$ cat src/design/assert_macros.svh
// ----------------------------------------------------------------------------
// Assertion macros
// Shared concurrent assertion wrappers, quiet in reset; default clock clk_i.
// ----------------------------------------------------------------------------
`ifndef ASSERT_MACROS_SVH
`define ASSERT_MACROS_SVH

// Generic form: explicit clock and reset.
`define MFKE_ASSERT_CLK(label, clk, rst_n, prop, msg) \
  label: assert property (@(posedge clk) disable iff (!rst_n) prop) else $error(msg);

// Default form: block clock and active-low reset.
`define MFKE_ASSERT(label, prop, msg) \
  `MFKE_ASSERT_CLK(label, clk_i, rst_ni, prop, msg)

`endif

$ cat src/design/mfke_pkg.sv
// ----------------------------------------------------------------------------
// mfke_pkg
// Types, masks and make-code table for the modifier key event translator.
// ----------------------------------------------------------------------------
package mfke_pkg;

  localparam int unsigned NumMods  = 4;
  localparam int unsigned NumSlots = 2 * NumMods;
  localparam int unsigned FlagsW   = 21;
  localparam int unsigned SlotW    = $clog2(NumSlots);

  localparam logic [1:0] ModShift   = 2'd0;
  localparam logic [1:0] ModControl = 2'd1;
  localparam logic [1:0] ModAlt     = 2'd2;
  localparam logic [1:0] ModCommand = 2'd3;

  localparam logic SideLeft  = 1'b0;
  localparam logic SideRight = 1'b1;

  localparam logic OpUpdate = 1'b0;
  localparam logic OpReset  = 1'b1;

  // Group flag per modifier.
  localparam logic [NumMods-1:0][FlagsW-1:0] GroupMask = '{
    21'h100000, 21'h080000, 21'h040000, 21'h020000
  };

  // Side sub-masks, [modifier][side].
  localparam logic [NumMods-1:0][1:0][FlagsW-1:0] SideMask = '{
    '{21'h100110, 21'h100108},
    '{21'h000140, 21'h000120},
    '{21'h002100, 21'h000101},
    '{21'h000104, 21'h000102}
  };

  typedef enum logic [2:0] {
    KindPress       = 3'd0,
    KindRelease     = 3'd1,
    KindMenuPress   = 3'd2,
    KindMenuRelease = 3'd3,
    KindMarker      = 3'd4
  } event_kind_e;

  typedef struct packed {
    logic [1:0] len;
    logic [7:0] first;
    logic [7:0] second;
  } code_t;

  // Events of one item, one slot per modifier side (id*2 + side).
  typedef struct packed {
    logic        [NumSlots-1:0] valid;
    event_kind_e [NumSlots-1:0] kind;
    logic                       combo;
  } event_set_t;

  // PS/2 set-2 make code per modifier side.
  function automatic code_t key_code(logic [1:0] id, logic side);
    code_t c;
    c = '0;
    unique case ({id, side})
      {ModShift,   SideLeft }: c = '{2'd1, 8'h12, 8'h00};
      {ModShift,   SideRight}: c = '{2'd1, 8'h59, 8'h00};
      {ModControl, SideLeft }: c = '{2'd1, 8'h14, 8'h00};
      {ModControl, SideRight}: c = '{2'd2, 8'hE0, 8'h14};
      {ModAlt,     SideLeft }: c = '{2'd1, 8'h11, 8'h00};
      {ModAlt,     SideRight}: c = '{2'd2, 8'hE0, 8'h11};
      {ModCommand, SideLeft }: c = '{2'd2, 8'hE0, 8'h1F};
      {ModCommand, SideRight}: c = '{2'd2, 8'hE0, 8'h27};
      default:                 c = '0;
    endcase
    return c;
  endfunction

endpackage

$ cat src/design/modifier_flags_to_key_events.sv
// ----------------------------------------------------------------------------
// modifier_flags_to_key_events
// Host modifier flags to PS/2 set-2 key events, one run of events per item.
// ----------------------------------------------------------------------------
//  channel | dir | handshake          | payload
//  s_*     | in  | s_tvalid/s_tready  | tuser: opcode; tdata: flags, send_release
//  m_*     | out | m_tvalid/m_tready  | tuser: event_kind; tdata: id..combo; tlast
//  cfg_*   | in  | cfg_valid_i/ready  | cfg_data_i: two_button_mouse
//
//  An item causes 0 to 8 events plus its end marker, so 1 to 9 in all; the
//  output register passes on one event per cycle while m_tready does not stall.
//  The held state updates on accept, so the next item is taken in the cycle
//  its predecessor's marker moves to the output register.
//  Reset clears the held state, the config bit and both valid flags.
//  A stalled m_tready holds the output register and back-pressures s_tready.
// ----------------------------------------------------------------------------
module modifier_flags_to_key_events import mfke_pkg::*; (
  input  logic        clk_i,
  input  logic        rst_ni,
  // input items
  input  logic        s_tvalid,
  output logic        s_tready,
  input  logic [23:0] s_tdata,   // [20:0] modifier_flags, [21] send_release, [23:22] zero
  input  logic        s_tuser,   // [0] opcode
  // result items
  output logic        m_tvalid,
  input  logic        m_tready,
  output logic [23:0] m_tdata,   // [1:0] modifier_id, [2] key_side, [4:3] code_length,
                                 // [12:5] code_first, [20:13] code_second,
                                 // [21] special_combo, [23:22] zero
  output logic [2:0]  m_tuser,   // [2:0] event_kind
  output logic        m_tlast,
  // configuration
  input  logic        cfg_valid_i,
  output logic        cfg_ready_o,
  input  logic        cfg_data_i
);

  logic                    two_button_q;
  logic [NumMods-1:0][1:0] held_q;
  logic [NumMods-1:0][1:0] held_d;
  event_set_t              events;
  logic                    s_accept;

  event_kind_e kind;
  logic [1:0]  id;
  logic        side;
  code_t       code;
  logic        combo;

  assign s_accept    = s_tvalid && s_tready;
  assign cfg_ready_o = 1'b1;

  // Config bit; the user must write it only while idle (not enforced).
  always_ff @(posedge clk_i or negedge rst_ni) begin
    if (!rst_ni) begin
      two_button_q <= 1'b0;
    end else if (cfg_valid_i) begin
      two_button_q <= cfg_data_i;
    end
  end

  // Held sides move on at accept; events wait in the drain stage.
  always_ff @(posedge clk_i or negedge rst_ni) begin
    if (!rst_ni) begin
      held_q <= '0;
    end else if (s_accept) begin
      held_q <= held_d;
    end
  end

  mfke_eval u_eval (
    .opcode_i       (s_tuser),
    .flags_i        (s_tdata[FlagsW-1:0]),
    .send_release_i (s_tdata[FlagsW]),
    .two_button_i   (two_button_q),
    .held_i         (held_q),
    .held_o         (held_d),
    .events_o       (events)
  );

  mfke_drain u_drain (
    .clk_i    (clk_i),
    .rst_ni   (rst_ni),
    .load_i   (s_accept),
    .events_i (events),
    .ready_o  (s_tready),
    .valid_o  (m_tvalid),
    .taken_i  (m_tready),
    .kind_o   (kind),
    .id_o     (id),
    .side_o   (side),
    .code_o   (code),
    .combo_o  (combo),
    .last_o   (m_tlast)
  );

  assign m_tuser = kind;
  assign m_tdata = {2'b00, combo, code.second, code.first, code.len, side, id};

endmodule

$ cat src/design/mfke_eval.sv
// ----------------------------------------------------------------------------
// mfke_eval
// Decodes one item against the held state: event slots and next state.
// ----------------------------------------------------------------------------
module mfke_eval import mfke_pkg::*; (
  input  logic                      opcode_i,
  input  logic [FlagsW-1:0]         flags_i,
  input  logic                      send_release_i,
  input  logic                      two_button_i,
  input  logic [NumMods-1:0][1:0]   held_i,
  output logic [NumMods-1:0][1:0]   held_o,
  output event_set_t                events_o
);

  always_comb begin
    logic [1:0] st;
    logic       grp;
    logic       menu_mod;
    events_o = '0;
    for (int k = 0; k < NumMods; k++) begin
      st       = held_i[k];
      grp      = |(flags_i & GroupMask[k]);
      menu_mod = (k == int'(ModCommand)) && two_button_i;
      if (opcode_i == OpReset) begin
        for (int s = 0; s < 2; s++) begin
          if (send_release_i && st[s]) begin
            events_o.valid[2*k+s] = 1'b1;
            events_o.kind[2*k+s]  = KindRelease;
          end
        end
        st = 2'b00;
      end else if (grp) begin
        if (menu_mod && st == 2'b00) begin
          st = 2'b11;
          events_o.valid[2*k] = 1'b1;
          events_o.kind[2*k]  = KindMenuPress;
        end else begin
          for (int s = 0; s < 2; s++) begin
            if ((flags_i & SideMask[k][s]) == SideMask[k][s] && !st[s]) begin
              st[s] = 1'b1;
              events_o.valid[2*k+s] = 1'b1;
              events_o.kind[2*k+s]  = KindPress;
            end
          end
        end
      end else if (st != 2'b00) begin
        if (menu_mod) begin
          events_o.valid[2*k] = 1'b1;
          events_o.kind[2*k]  = KindMenuRelease;
        end else begin
          for (int s = 0; s < 2; s++) begin
            if (st[s]) begin
              events_o.valid[2*k+s] = 1'b1;
              events_o.kind[2*k+s]  = KindRelease;
            end
          end
        end
        st = 2'b00;
      end
      held_o[k] = st;
    end
    events_o.combo = (held_o[ModControl] != 2'b00) && (held_o[ModCommand] != 2'b00);
  end

endmodule

$ cat src/design/mfke_drain.sv
// ----------------------------------------------------------------------------
// mfke_drain
// Pending event and output registers; one event per cycle unless stalled.
// ----------------------------------------------------------------------------
`include "assert_macros.svh"

module mfke_drain import mfke_pkg::*; (
  input  logic        clk_i,
  input  logic        rst_ni,
  input  logic        load_i,
  input  event_set_t  events_i,
  output logic        ready_o,
  output logic        valid_o,
  input  logic        taken_i,
  output event_kind_e kind_o,
  output logic [1:0]  id_o,
  output logic        side_o,
  output code_t       code_o,
  output logic        combo_o,
  output logic        last_o
);

  logic       pend_valid_q;
  event_set_t pend_q;
  logic       out_valid_q;
  event_kind_e kind_q;
  logic [1:0] id_q;
  logic       side_q;
  code_t      code_q;
  logic       combo_q;
  logic       last_q;

  logic             out_free;
  logic             adv;
  logic             has_event;
  logic             marker_load;
  logic             out_menu;
  logic [SlotW-1:0] idx;

  // Lowest pending slot goes first.
  always_comb begin
    idx = '0;
    for (int i = NumSlots - 1; i >= 0; i--) begin
      if (pend_q.valid[i]) idx = SlotW'(i);
    end
  end

  assign out_free    = !out_valid_q || taken_i;
  assign adv         = pend_valid_q && out_free;
  assign has_event   = |pend_q.valid;
  assign marker_load = adv && !has_event;
  assign ready_o     = !pend_valid_q || marker_load;

  always_ff @(posedge clk_i or negedge rst_ni) begin
    if (!rst_ni) begin
      pend_valid_q <= 1'b0;
      pend_q       <= '0;
    end else if (load_i) begin
      pend_valid_q <= 1'b1;
      pend_q       <= events_i;
    end else if (adv) begin
      if (has_event) pend_q.valid[idx] <= 1'b0;
      else           pend_valid_q      <= 1'b0;
    end
  end

  always_ff @(posedge clk_i or negedge rst_ni) begin
    if (!rst_ni) begin
      out_valid_q <= 1'b0;
    end else if (out_free) begin
      out_valid_q <= pend_valid_q;
    end
  end

  always_ff @(posedge clk_i) begin
    if (adv) begin
      if (has_event) begin
        kind_q  <= pend_q.kind[idx];
        side_q  <= 1'b0;
        combo_q <= 1'b0;
        last_q  <= 1'b0;
        id_q    <= idx[SlotW-1:1];
        if (pend_q.kind[idx] == KindMenuPress || pend_q.kind[idx] == KindMenuRelease) begin
          code_q <= '0;
        end else begin
          side_q <= idx[0];
          code_q <= key_code(idx[SlotW-1:1], idx[0]);
        end
      end else begin
        kind_q  <= KindMarker;
        id_q    <= '0;
        side_q  <= 1'b0;
        code_q  <= '0;
        combo_q <= pend_q.combo;
        last_q  <= 1'b1;
      end
    end
  end

  assign out_menu = (kind_q == KindMenuPress) || (kind_q == KindMenuRelease);

  assign valid_o = out_valid_q;
  assign kind_o  = kind_q;
  assign id_o    = id_q;
  assign side_o  = side_q;
  assign code_o  = code_q;
  assign combo_o = combo_q;
  assign last_o  = last_q;

  `MFKE_ASSERT(a_last_is_marker, out_valid_q && last_q |-> kind_q == KindMarker, "stray last")
  `MFKE_ASSERT(a_load_sets_pend, load_i |=> pend_valid_q, "loaded item not pending")
  `MFKE_ASSERT(a_marker_ends_run, marker_load && !load_i |=> !pend_valid_q, "run not closed")
  `MFKE_ASSERT(a_menu_on_command, out_valid_q && out_menu |-> id_q == ModCommand, "menu off command")

endmodule

$ cat config.mk
export PLATFORM = sky130hd
export DESIGN_NAME = modifier_flags_to_key_events
export DESIGN_NICKNAME = d
export VERILOG_FILES = /design/src/design/mfke_pkg.sv /design/src/design/modifier_flags_to_key_events.sv /design/src/design/mfke_eval.sv /design/src/design/mfke_drain.sv
export VERILOG_INCLUDE_DIRS = /design/src /design/src/design
export SDC_FILE = /design/constraint.sdc
export NUM_CORES = 1
export LEC_CHECK = 0
export BUFFER_PORTS_ARGS = -buffer_cell sky130_fd_sc_hd__buf_4
export CAP_MARGIN = 40
export CORE_UTILIZATION = 29
export DETAILED_ROUTE_END_ITERATION = 6
export GPL_TIMING_DRIVEN = 1
export SLEW_MARGIN = 20
export SYNTH_ARGS = -nofsm -noshare
export SYNTH_HDL_FRONTEND = slang
export SYNTH_SLANG_ARGS = --single-unit
$ cat constraint.sdc
create_clock -name clk_i -period 2.1 [get_ports clk_i]
set_clock_uncertainty 0.05 [all_clocks]
set_input_delay 0.525 -clock clk_i [delete_from_list [all_inputs] [get_ports clk_i]]
set_output_delay 0.525 -clock clk_i [all_outputs]
set_load 0.005 [all_outputs]
Word-level counts from Yosys, hierarchy flattened. Memories as Yosys holds them, arrays and structs flattened. A register that Yosys moved wholly into a read port is not among the register bits. Cells that the tools add are included.

Register bits: 60. Bits in latches: 0. RAM bits: 0. ROM bits: 128. Input bits: 31. Output and inout bits: 31. Word-level logic and storage cells: 212. Memories kept: 1.

$add $sub $neg: 0. $mul: 0. Div/mod/pow operators: 0. $lt $le $gt $ge: 2. Equality and inequality tests: 15. Shift-type cells: 0. Multiplexer cells: 111. Bitwise logic cells: 3. Reductions and logical operators: 55.

Memory list: (name not given) (depth 8, width 16, rd ports 1, clocked after memory_dff 1, wr ports 0, line mfke_pkg.sv:61) `unique case ({id, side})`.

Operator list (count): 2-to-1 mux 6 bit (12); 2-to-1 mux 1 bit (57); 2-to-1 mux 2 bit (26); 2-to-1 mux 3 bit (11); 2-to-1 mux 8 bit (3); logical AND 1 bit (22); nonzero test 2 bit (8); equality test 2 bit, second input constant (6); inequality test 3 x 1 -> 1 bit, second input constant (4); AND reduction 3 bit (4); zero test 1 bit (11); binary-select mux 3 bit (select 3 bit) (1); AND 8 bit (1); NOT 8 bit (1); OR reduction 8 bit (1); equality test 3 x 2 -> 1 bit, second input constant (2); equality test 3 bit, second input constant (2); nonzero test 3 bit (2); < comparator 3 x 4 -> 1 bit, second input constant (1); AND reduction 2 bit (2); demux 1 bit (select 3 bit) (1); >= comparator 3 x 1 -> 1 bit, second input constant (1); logical OR 1 bit (3); zero test 2 bit (1); 3 further kinds (3).

Depth between registers and ports, before layout. Gate-level depths: netlist of run 1.

Depth in word-level cells: 17. Mapped depth: 9. Gate-level depth less buffers: 8.

By module. From an unflattened synthesis of run 1, not the netlist that was laid out.

Cell total of the unflattened synthesis: 345. Area total of the unflattened synthesis: 3647.2 µm².

By module, submodules not included: mfke_drain (instances 1, cells each 222, area each 2650.0 µm², sequential area each 1506.4 µm²); mfke_eval (instances 1, cells each 96, area each 580.6 µm², sequential area each 0.0 µm²); modifier_flags_to_key_events (instances 1, cells each 27, area each 416.6 µm², sequential area each 225.2 µm²).

Least setup slack after synthesis of run 1. No wires, ideal clock.

Path type: reg-to-reg. Start: register u_drain.pend_q[32] (netlist bit). End: register u_drain.kind_q[0] (netlist: u_drain.kind_o[0]), data pin. Library setup time: 0.262 ns. Data arrival time: 1.781 ns. Required time: 1.788 ns. Slack: 0.007 ns. Stages on the path, launching flop included: 8. Path buffers: 1. Clock period less this slack: 2.093 ns. Path through: dfrtp_1 -> or2_2 -> clkbuf_1 -> a211oi_1 -> nor2_1 -> inv_1 -> a311oi_1 -> or2_2.

Cells in the longest elaborated chain, start to end: 10. Elaborated cells on any way between the ends: 11. Classes of those cells: 10 x mux; 1 x reduce/logical.

Ends and longest elaborated chain: start: declaration (line mfke_drain.sv:24) `event_set_t pend_q;`; start signal: assignment (line mfke_drain.sv:60) `pend_q <= events_i;`; 2-to-1 mux 3 bit (8 in series) (line mfke_drain.sv:44) `if (pend_q.valid[i]) idx = SlotW'(i);`; named net u_drain.idx[1] (line mfke_drain.sv:38) `logic [SlotW-1:0] idx;`; binary-select mux 3 bit (select 3 bit) (line mfke_drain.sv:78) `kind_q <= pend_q.kind[idx];`; 2-to-1 mux 3 bit (implied by the code) (line mfke_drain.sv:78); end signal: assignment (line mfke_drain.sv:78); end signal: assignment (line mfke_drain.sv:90) `kind_q <= KindMarker;`; end: declaration (line mfke_drain.sv:26) `event_kind_e kind_q;`.

The timed path passes the listed nets, and every way through them passes these cells. The select of a mux whose other input is x is not followed. A chain may end at the register's enable or synchronous reset.

Worst setup path in the final report of run 1.
Start: register u_drain.pend_q[28] (netlist bit). End: output port s_tready.

Cells in the longest elaborated chain, start to end: 4.

Ends and longest elaborated chain: OR reduction 8 bit (line mfke_drain.sv:50) `assign has_event = |pend_q.valid;`; zero test 1 bit (line mfke_drain.sv:51) `assign marker_load = adv && !has_event;`; logical AND 1 bit (line mfke_drain.sv:51); logical OR 1 bit (line mfke_drain.sv:52) `assign ready_o = !pend_valid_q || marker_load;`; end: declaration (line modifier_flags_to_key_events.sv:22) `output logic s_tready,`.

No other way between the ends.

==> metrics.cfg, run 1 <==
[worst_setup_path]
cp-end-kind = primary output
critPathMaxStageDelay_ns = 0.57
crit_path_top_delay_cell = or4_4
critPathLaunchType = flip-flop
path_class = flip-flop to primary output
crit_required_ns = 1.52
arrival_ns = 1.70
crit_chain = or4_4 > o41ai_4 > buf_4
r2r_cells = 7
path_max_fanout = 3

[synth]
synth_edf_count = 21
async_reset_ff_share_pct = 58.0
syn_area_um2 = 2660
yosysMostFrequentCell = dfrtp_1
yosysTopAreaCellShare_pct = 27.3
netlist_top_cells_count = 29 x dfrtp_1, 26 x nand2_1, 22 x a21oi_1
ys_seq_area_share_pct = 51.0
ys_types = 50
ys.flop_type = dfrtp_1
yosys_warnings = 0
yosys-top-cells-area = dfrtp_1 27%, edfxtp_1 24%, a21oi_1 4.1%, o21ai_0 4.0%, nand2_1 3.7%
syn_avg_cell_area_um2 = 10.1
ys_ff_latch = 50
yosysTopAreaCell = dfrtp_1
syn_inst = 262

[placed_design]
io_buffers = 46
hpwlAfterDp_um = 4410
dp_cells = 418
gp_routability_congestion = 0.850

[routing]
routed_wl_um = 6410
viasPerCell = 4.98
ant_nets = 0
drt_iter0_drc = 86
remaining_drc_errors = 12
avgRoutedWirePerCell_um = 14.7
vias = 2172
dr.pass1.iters = 6

[floorplanning]
num_io_pins = 62
die_h_um = 97.7
die-area_um2 = 9550
start_util_pct = 30.2
chipWidth_um = 97.7
rows = 34
core-area_um2 = 8810

[timing]
max_freq_mhz = 440
rsz0062_at_grt = yes
period_minus_slack_ns = 2.27
finalMaxSlewViolations = 0
hold_ws_ns = 0.0767
finalHoldViolCount = 0
finalCritPeriodShare_pct = 108
worstMarginPinSlew_ns = 0.681
setup_slack_ns = -0.173
setup_viol = 5
slew_headroom_pct = 54.5

[global_route]
grt_overflow_total = 0
met3_usage_pct = 2.58
grt_max_degree = 30
grt_pass1_wl_um = 10400
busiest_layer = met2
grtUsageTotal_pct = 13.8
grt_use_met2_pct = 22.5
grt_pass1_vias = 2084
met1_usage_pct = 18.4
antenna_found_initial = 0

[layout]
fin_nets = 363
area_delta_synth_final_pct = 36.2
drive_gt1_share_pct = 37.8
fin_cells = 436
diodes = 0

[power]
power_density_nw_per_um2 = 1780
p_leak_nw = 1.52
peakVddDrop_mv = 0.572
finalPower_mw = 6.43

[clocking]
clock_path_buffers = 2
numCtsBuffers = 5
path_clk_slew_ns = 0.09
cts_sinks = 50
cts_root_buf = clkbuf_8
ctsHtreeMaxLevel = 2
worstSkewPairLatency_ns = 0.30
cts_tree = done

[run_status]
violations = design-rule violations, negative setup slack
status = complete, but fails checks

[flow_run]
max-cap-violations = 0

[worst_hold_path]
hold_class = input pin to async pin

per-stage QoR:
| stage | utilization, % | setup TNS, ns | cell area (um^2) | setup WS, ns |
|---|---|---|---|---|
| after detailed placement | 35.9 | -0.0161 | 3170 | -0.0161 |
| after CTS | 39.3 | -1.39 | 3460 | -0.314 |
| final | 41.1 | -0.285 | 3620 | -0.173 |
| after floorplan | - | 0 | 2670 | 0.00724 |
| after global placement | 35.9 | -0.000894 | 3170 | -0.000894 |
| after global routing | 41.1 | -1.35 | 3620 | -0.235 |
cells by family (layout without fill, tap and decap cells):
group	after synthesis	after routing	synth area share, %
AO/OA/AOI/OAI	84	84	20.8
XOR/XNOR	1	1	0.330
adder cells (fa/ha/maj)	5	5	2.35
buffers and inverters	30	93	6.64
flip-flops	50	50	51.0
multiplexers	2	2	0.847
other	2	5	0.283
AND/OR/NAND/NOR	88	88	17.7
critical path: cells and delay by family, from the launching register on:
family	cells	cell delay [ns]
AOI/OAI and AO/OA	1	0.25
buffers and inverters	1	0.17
and+or+nand+nor	1	0.57
DFF	1	0.41
what timing repair did:
| action | 4_1_cts | 5_1_grt |
|---|---|---|
| endpoints found under the setup margin | 4 | 35 |
| buffers inserted | 6 | 1 |
| hold endpoints to repair | 0 | 0 |
| pin swaps | 5 | 6 |
| cloned | 3 | 0 |
| hold buffers | 0 | 0 |
| resized for setup | 20 | 30 |
flip-flops by register name, indices dropped and copies added, names as in the netlist:
name	cells
held_q	8
u_drain.code_o	13
u_drain.side_o	1
u_drain.pend_valid_q	1
u_drain.combo_o	1
u_drain.id_o	2
two_button_q	1
u_drain.pend_q	18
u_drain.kind_o	3
u_drain.last_o	1
u_drain.valid_o	1
layout make-up:
class | count | area, um^2
well taps | 108 | 135
repair buffers | 75 | 661
clock inverters | 2 | 10.0
multi-input cells | 185 | 1330
inverters | 10 | 37.5
fillers | 860 | 5190
flip-flops and latches | 50 | 1360
clock buffers | 6 | 93.8
layout by cell type, fill, tap and decap left out, types with 3 or more instances in the layout:
cell and instances:
buf_4 69, dfrtp_1 28, nand2_1 26, edfxtp_1 21, o21ai_0 17, a21oi_1 14, nor2_1 13, inv_1 10
nand2b_1 10, nand3_1 8, a21oi_2 7, o21ai_1 5, o31a_1 5, ha_1 5, conb_1 5, clkbuf_8 5
or2_2 4, nor2b_1 4, nor3_1 4, a21o_1 3, nand4b_1 3, and2_1 3, a31oi_1 3, buf_16 3
buf_12 3
worst paths after layout:
path / start / end / slack (ns)
min in group clk_i: cfg_data_i / two_button_q / 0.40
max in group asynchronous: rst_ni / u_drain.pend_q[26] / 1.63
hold / removal: rst_ni / held_q[0] / 0.08
setup reg to reg: u_drain.pend_q[28] / u_drain.pend_q[28] / -0.05
setup / recovery: u_drain.pend_q[28] / s_tready / -0.17
hold reg to reg: u_drain.pend_q[22] / u_drain.pend_q[22] / 0.45
routing by layer:
metal	up-vias	wire length, um	part of all wire [%]
met2	65	2980	46
li1	1065	-	-
met3	10	294	4.6
met4	0	83	1.3
met5	-	0	0
met1	1032	3060	48
report_power, final:
part	total (mW)	switching, mW	leakage, nW	internal, mW
sequential	1.85	0.283	0.588	1.56
combinational	3.96	1.96	0.879	2.00
clock	0.622	0.319	0.0561	0.303
total	6.43	2.57	1.52	3.87
No activity file was read; power rests on OpenSTA's default activity.
==> run 2: changes to the inputs <==
--- a/config.mk
+++ b/config.mk
@@ -11,6 +11,7 @@
 export CORE_UTILIZATION = 29
 export DETAILED_ROUTE_END_ITERATION = 6
 export GPL_TIMING_DRIVEN = 1
+export REMOVE_ABC_BUFFERS = 1
 export SLEW_MARGIN = 20
 export SYNTH_ARGS = -nofsm -noshare
 export SYNTH_HDL_FRONTEND = slang
==> metrics.cfg, run 2 (synthesized netlist as in run 1, its figures left out) <==
[routing]
vias = 2249  ; +3.5%
drt_iter0_drc = 84  ; -2.3%
viasPerCell = 4.99  ; +0.10%
routed_wl_um = 6820  ; +6.4%
ant_nets = 0  ; unchanged
remaining_drc_errors = 11  ; -1
dr.pass1.iters = 6  ; unchanged
avgRoutedWirePerCell_um = 15.1  ; +2.8%

[layout]
top_register = u_drain.pend_q
diodes = 0  ; unchanged
largest_reg_flops = 18  ; unchanged
drive_gt1_share_pct = 39.7  ; +1.8 points
final_common_cell = buf_4
final_cell_mix = 78 x buf_4, 29 x dfrtp_1, 26 x nand2_1
area_delta_synth_final_pct = 42.9
utilization_pct = 43.1  ; +2.0 points
fin_cells = 451  ; +3.4%
design_area_um2 = 3800  ; +4.9%
fin_nets = 378  ; +4.1%

[floorplanning]
chipWidth_um = 97.7  ; unchanged
die-area_um2 = 9550  ; unchanged
die_h_um = 97.7  ; unchanged
core-area_um2 = 8810  ; unchanged
num_io_pins = 62  ; unchanged
rows = 34  ; unchanged
start_util_pct = 30.2  ; unchanged

[power]
peakVddDrop_mv = 0.607  ; +6.2%
power_density_nw_per_um2 = 1830  ; +3.2%
finalPower_mw = 6.96  ; +8.3%
p_leak_nw = 1.61  ; +5.9%

[placed_design]
dpl-instance-area_um2 = 3230  ; +2.1%
dp_slack_ns = -0.242  ; -0.226 ns
gp_routability_congestion = 0.814  ; -4.1%
io_buffers = 46  ; unchanged
hpwlAfterDp_um = 4550  ; +3.1%
dp_cells = 427  ; +2.2%

[global_route]
grtUsageTotal_pct = 13.1  ; -0.72 points
grt_pass1_vias = 2089  ; +0.24%
grt_pass1_wl_um = 10000  ; -3.5%
grt_max_degree = 30  ; unchanged
antenna_found_initial = 0  ; unchanged
grt_overflow_total = 0  ; unchanged

[worst_setup_path]
cp-end-kind = primary output
critPathLaunchType = flip-flop
path_max_fanout = 2  ; -1
r2r-end = u_drain.pend_q[28]
crit_required_ns = 1.52  ; about the same
r2r_start = u_drain.pend_q[28]
r2r_cells = 8  ; +1
arrival_ns = 1.69  ; about the same
r2r_slack_ns = -0.11  ; -0.06 ns
critPathLaunch = u_drain.pend_q[28]
path_class = flip-flop to primary output
crit_end = s_tready

[timing]
rsz0062_at_grt = yes
finalHoldViolCount = 0  ; unchanged
finalMaxSlewViolations = 0  ; unchanged
finalCritPeriodShare_pct = 108  ; -0.53 points
setup_viol = 9  ; +4
setup_slack_ns = -0.162  ; +0.0111 ns
max_freq_mhz = 442  ; +0.49%
period_minus_slack_ns = 2.26  ; -0.0111 ns

[clocking]
ctsHoldBuffers = 0  ; unchanged
ctsHtreeMaxLevel = 2  ; unchanged
cts_root_buf = clkbuf_8
worstSkewPairLatency_ns = 0.30  ; about the same
cts_tree = done
path_clk_slew_ns = 0.10  ; about the same
numCtsBuffers = 5  ; unchanged
cts_sinks = 50  ; unchanged
clock_path_buffers = 2  ; unchanged

[run_status]
violations = design-rule violations, negative setup slack
status = complete, but fails checks

[flow_run]
max-cap-violations = 0  ; unchanged

[worst_hold_path]
hold_class = input pin to async pin

run 2: cell types whose count changed in the layout (fill, tap and decap cells not counted), sizes merged:
cell | previous run | this run
nand2 | 27 | 28
bufinv | 0 | 1
clkbuf | 6 | 8
buf | 75 | 87
clkinv | 2 | 1
run 2: where the power goes:
part	switching [mW]	total, mW	internal, mW
clock	0.331	0.760	0.429
combinational	2.06	4.35	2.29
sequential	0.292	1.85	1.56
total	2.68	6.96	4.28
run 2: cell type report:
cell class | instances | area, um^2
well taps | 108 | 135
inverters | 10 | 37.5
clock inverters | 2 | 38.8
repair buffers | 89 | 761
multi-input cells | 186 | 1380
clock buffers | 6 | 93.8
fillers | 836 | 5010
flip-flops and latches | 50 | 1360
run 2: repair_timing:
action,4_1_cts,5_1_grt
pin swaps,12,10
setup buffers,4,7
cloned,0,5
gates resized for setup,13,39
endpoints found under the setup margin,4,34
run 2: worst min path at each step:
stage,slack (ns),end,cells after the start,from
2_1_floorplan,0.18,held_q[0],0,rst_ni
3_3_place_gp,0.42,held_q[4],1,rst_ni
3_5_place_dp,0.43,held_q[4],1,rst_ni
4_1_cts,0.09,held_q[4],1,rst_ni
5_1_grt,0.09,held_q[5],1,rst_ni
6_report,0.08,held_q[4],1,rst_ni
run 2: per-stage QoR:
step,TNS (ns),hold WS (ns)
after floorplan,-0.280,0.179
after CTS,-0.968,0.0909
after global placement,-0.132,0.420
after detailed placement,-0.257,0.425
after global routing,-1.54,0.0939
final,-0.512,0.0759
run 2: critical path, cell delays in order, from the launching register on:
cell and delay, ns:
dfrtp_1 0.42, or4_4 0.55, o41ai_4 0.25, buf_4 0.17
run 2: per-layer routing:
layer / GRT usage, % / routed length (um) / up-vias
met5: 0 / 0 / -
met4: 3.50 / 42 / 0
met3: 2.93 / 271 / 6
met2: 21.6 / 3410 / 63
met1: 17.3 / 3100 / 1082
li1: - / - / 1098
==> run 3: changes to the inputs <==
==> constraint.sdc (replaced) <==
create_clock -name clk_i -period 1.85 [get_ports clk_i]
set_clock_uncertainty 0.05 [all_clocks]
set_input_delay 0.4625 -clock clk_i [delete_from_list [all_inputs] [get_ports clk_i]]
set_output_delay 0.4625 -clock clk_i [all_outputs]
set_load 0.005 [all_outputs]
==> metrics.cfg, run 3 (synthesized netlist as in run 1, its figures left out) <==
[layout]
final_common_cell = buf_4
diodes = 0  ; unchanged
top_register = u_drain.pend_q
largest_reg_flops = 18  ; unchanged
utilization_pct = 45.1  ; +2.0 points
fill_cells = 852  ; +1.9%
final_cell_mix = 83 x buf_4, 28 x dfrtp_1, 21 x edfxtp_1
area_delta_synth_final_pct = 49.4
fin_nets = 389  ; +2.9%
drive_gt1_share_pct = 48.9  ; +9.2 points

[routing]
ant_nets = 0  ; unchanged
viasPerCell = 4.87  ; -2.4%
avgRoutedWirePerCell_um = 14.7  ; -2.6%
vias = 2249  ; unchanged
dr.pass1.iters = 6  ; unchanged
routed_wl_um = 6810  ; -0.25%
remaining_drc_errors = 11  ; unchanged
drt_iter0_drc = 128  ; +52%

[placed_design]
dp_slack_ns = -0.382  ; -0.140 ns
hpwlAfterDp_um = 4550  ; +0.17%
io_buffers = 46  ; unchanged
gp_routability_congestion = 0.836  ; +2.6%

[worst_setup_path]
arrival_ns = 1.75  ; +0.06 ns
crit_required_ns = 1.34  ; -0.18 ns
crit_path_top_delay_cell = or4_4
path_class = flip-flop to primary output
critPathLaunch = u_drain.pend_q[27]
critPathTopFamily = simple AND/OR/NAND/NOR gates
critPathMaxStageDelay_ns = 0.57  ; +0.02 ns
r2r_start = u_drain.pend_q[27]
path_buf_inv = 2  ; +1
crit_chain = or4_4 > o41ai_4 > buf_4 > buf_6
critPathLaunchType = flip-flop
path_max_fanout = 3  ; +1
cp-end-kind = primary output
cp_num_cells = 4  ; +1
r2r_cells = 8  ; unchanged

[flow_run]
max-cap-violations = 0  ; unchanged

[timing]
finalHoldViolCount = 0  ; unchanged
setup_slack_ns = -0.417  ; -0.255 ns
rsz0062_at_grt = yes
period_minus_slack_ns = 2.27
finalCritPeriodShare_pct = 123
setup_viol = 38  ; +29
max_freq_mhz = 441
finalMaxSlewViolations = 0  ; unchanged

[power]
p_leak_nw = 1.70  ; +5.3%
power_density_nw_per_um2 = 2080  ; +13%
finalPower_mw = 8.25  ; +19%
peakVddDrop_mv = 0.726  ; +20%

[run_status]
status = complete, but fails checks
violations = design-rule violations, negative setup slack

[clocking]
ctsHtreeMaxLevel = 2  ; unchanged
path_clk_slew_ns = 0.09  ; about the same
ctsHoldBuffers = 0  ; unchanged
numCtsBuffers = 5  ; unchanged
worstSkewPairLatency_ns = 0.31  ; about the same
cts_sinks = 50  ; unchanged
clock_path_buffers = 2  ; unchanged
cts_root_buf = clkbuf_8
cts_tree = done

[floorplanning]
num_io_pins = 62  ; unchanged
die-area_um2 = 9550  ; unchanged
start_util_pct = 30.2  ; unchanged
rows = 34  ; unchanged
die_h_um = 97.7  ; unchanged
core-area_um2 = 8810  ; unchanged
chipWidth_um = 97.7  ; unchanged

[global_route]
grt_max_degree = 30  ; unchanged
grt_pass1_wl_um = 11300  ; +12%
antenna_found_initial = 0  ; unchanged
grt_overflow_total = 0  ; unchanged
grtUsageTotal_pct = 14.8  ; +1.8 points
grt_pass1_vias = 2255  ; +7.9%

[worst_hold_path]
hold_class = input pin to async pin

==> run 3: power breakdown <==
part	internal, mW	total, mW	switching (mW)
Sequential	1.78	2.12	0.343
Combinational	2.93	5.46	2.54
Clock	0.302	0.669	0.367
Total	5.00	8.25	3.25
==> run 3: area by class of cell <==
type / count / area [um^2] / share of cell area (%)
repair buffers: 101 / 881 / 22.2
multi-input cells: 185 / 1470 / 36.9
clock buffers: 6 / 82.6 / 2.08
inverters: 10 / 37.5 / 0.945
flip-flops and latches: 50 / 1360 / 34.2
clock inverters: 2 / 11.3 / 0.284
well taps: 108 / 135 / 3.40
==> run 3: stage by stage <==
| stage | hold slack (ns) | TNS, ns | cell area [um^2] | std cells |
|---|---|---|---|---|
| after detailed placement | 0.364 | -5.73 | 3340 | 440 |
| final | 0.0143 | -4.97 | 3970 | 462 |
| after global routing | 0.0341 | -8.23 | 3970 | 462 |
| after floorplan | 0.117 | -7.72 | 2530 | 245 |
| after global placement | 0.362 | -5.17 | 3340 | 440 |
| after CTS | 0.0235 | -9.39 | 3790 | 461 |
==> run 3: layer usage <==
layer	vias to the layer above	GRT usage (%)	part of all wire, %
met5	-	0	0
met4	0	4.90	1.2
met3	7	2.43	3.7
met2	56	25.1	50
met1	1073	19.4	46
li1	1113	-	-
==> run 3: path summary, 6_finish.rpt <==
path / endpoint / slack (ns)
max: s_tready / -0.42
max reg2reg: u_drain.pend_q[30] / -0.21
max in group asynchronous: u_drain.pend_q[29] / 1.44
min in group clk_i: two_button_q / 0.33
min reg2reg: u_drain.pend_q[20] / 0.48
min: u_drain.pend_q[13] / 0.01
==> run 3: repair_timing <==
item / CTS / global route
cloned: 4 / 0
buffers inserted: 11 / 5
setup endpoints to repair: 37 / 40
resized for setup: 50 / 50
pin swaps: 18 / 16
==> run 3: worst register-to-register path: stages, from the launching register on <==
cell and delay, ns:
dfrtp_1 0.39, or4_4 0.57, o41ai_4 0.24, buf_4 0.17, buf_6 0.11, nand2_8 0.08, buf_6 0.15, a21o_1 0.16
o21ai_1 0.07
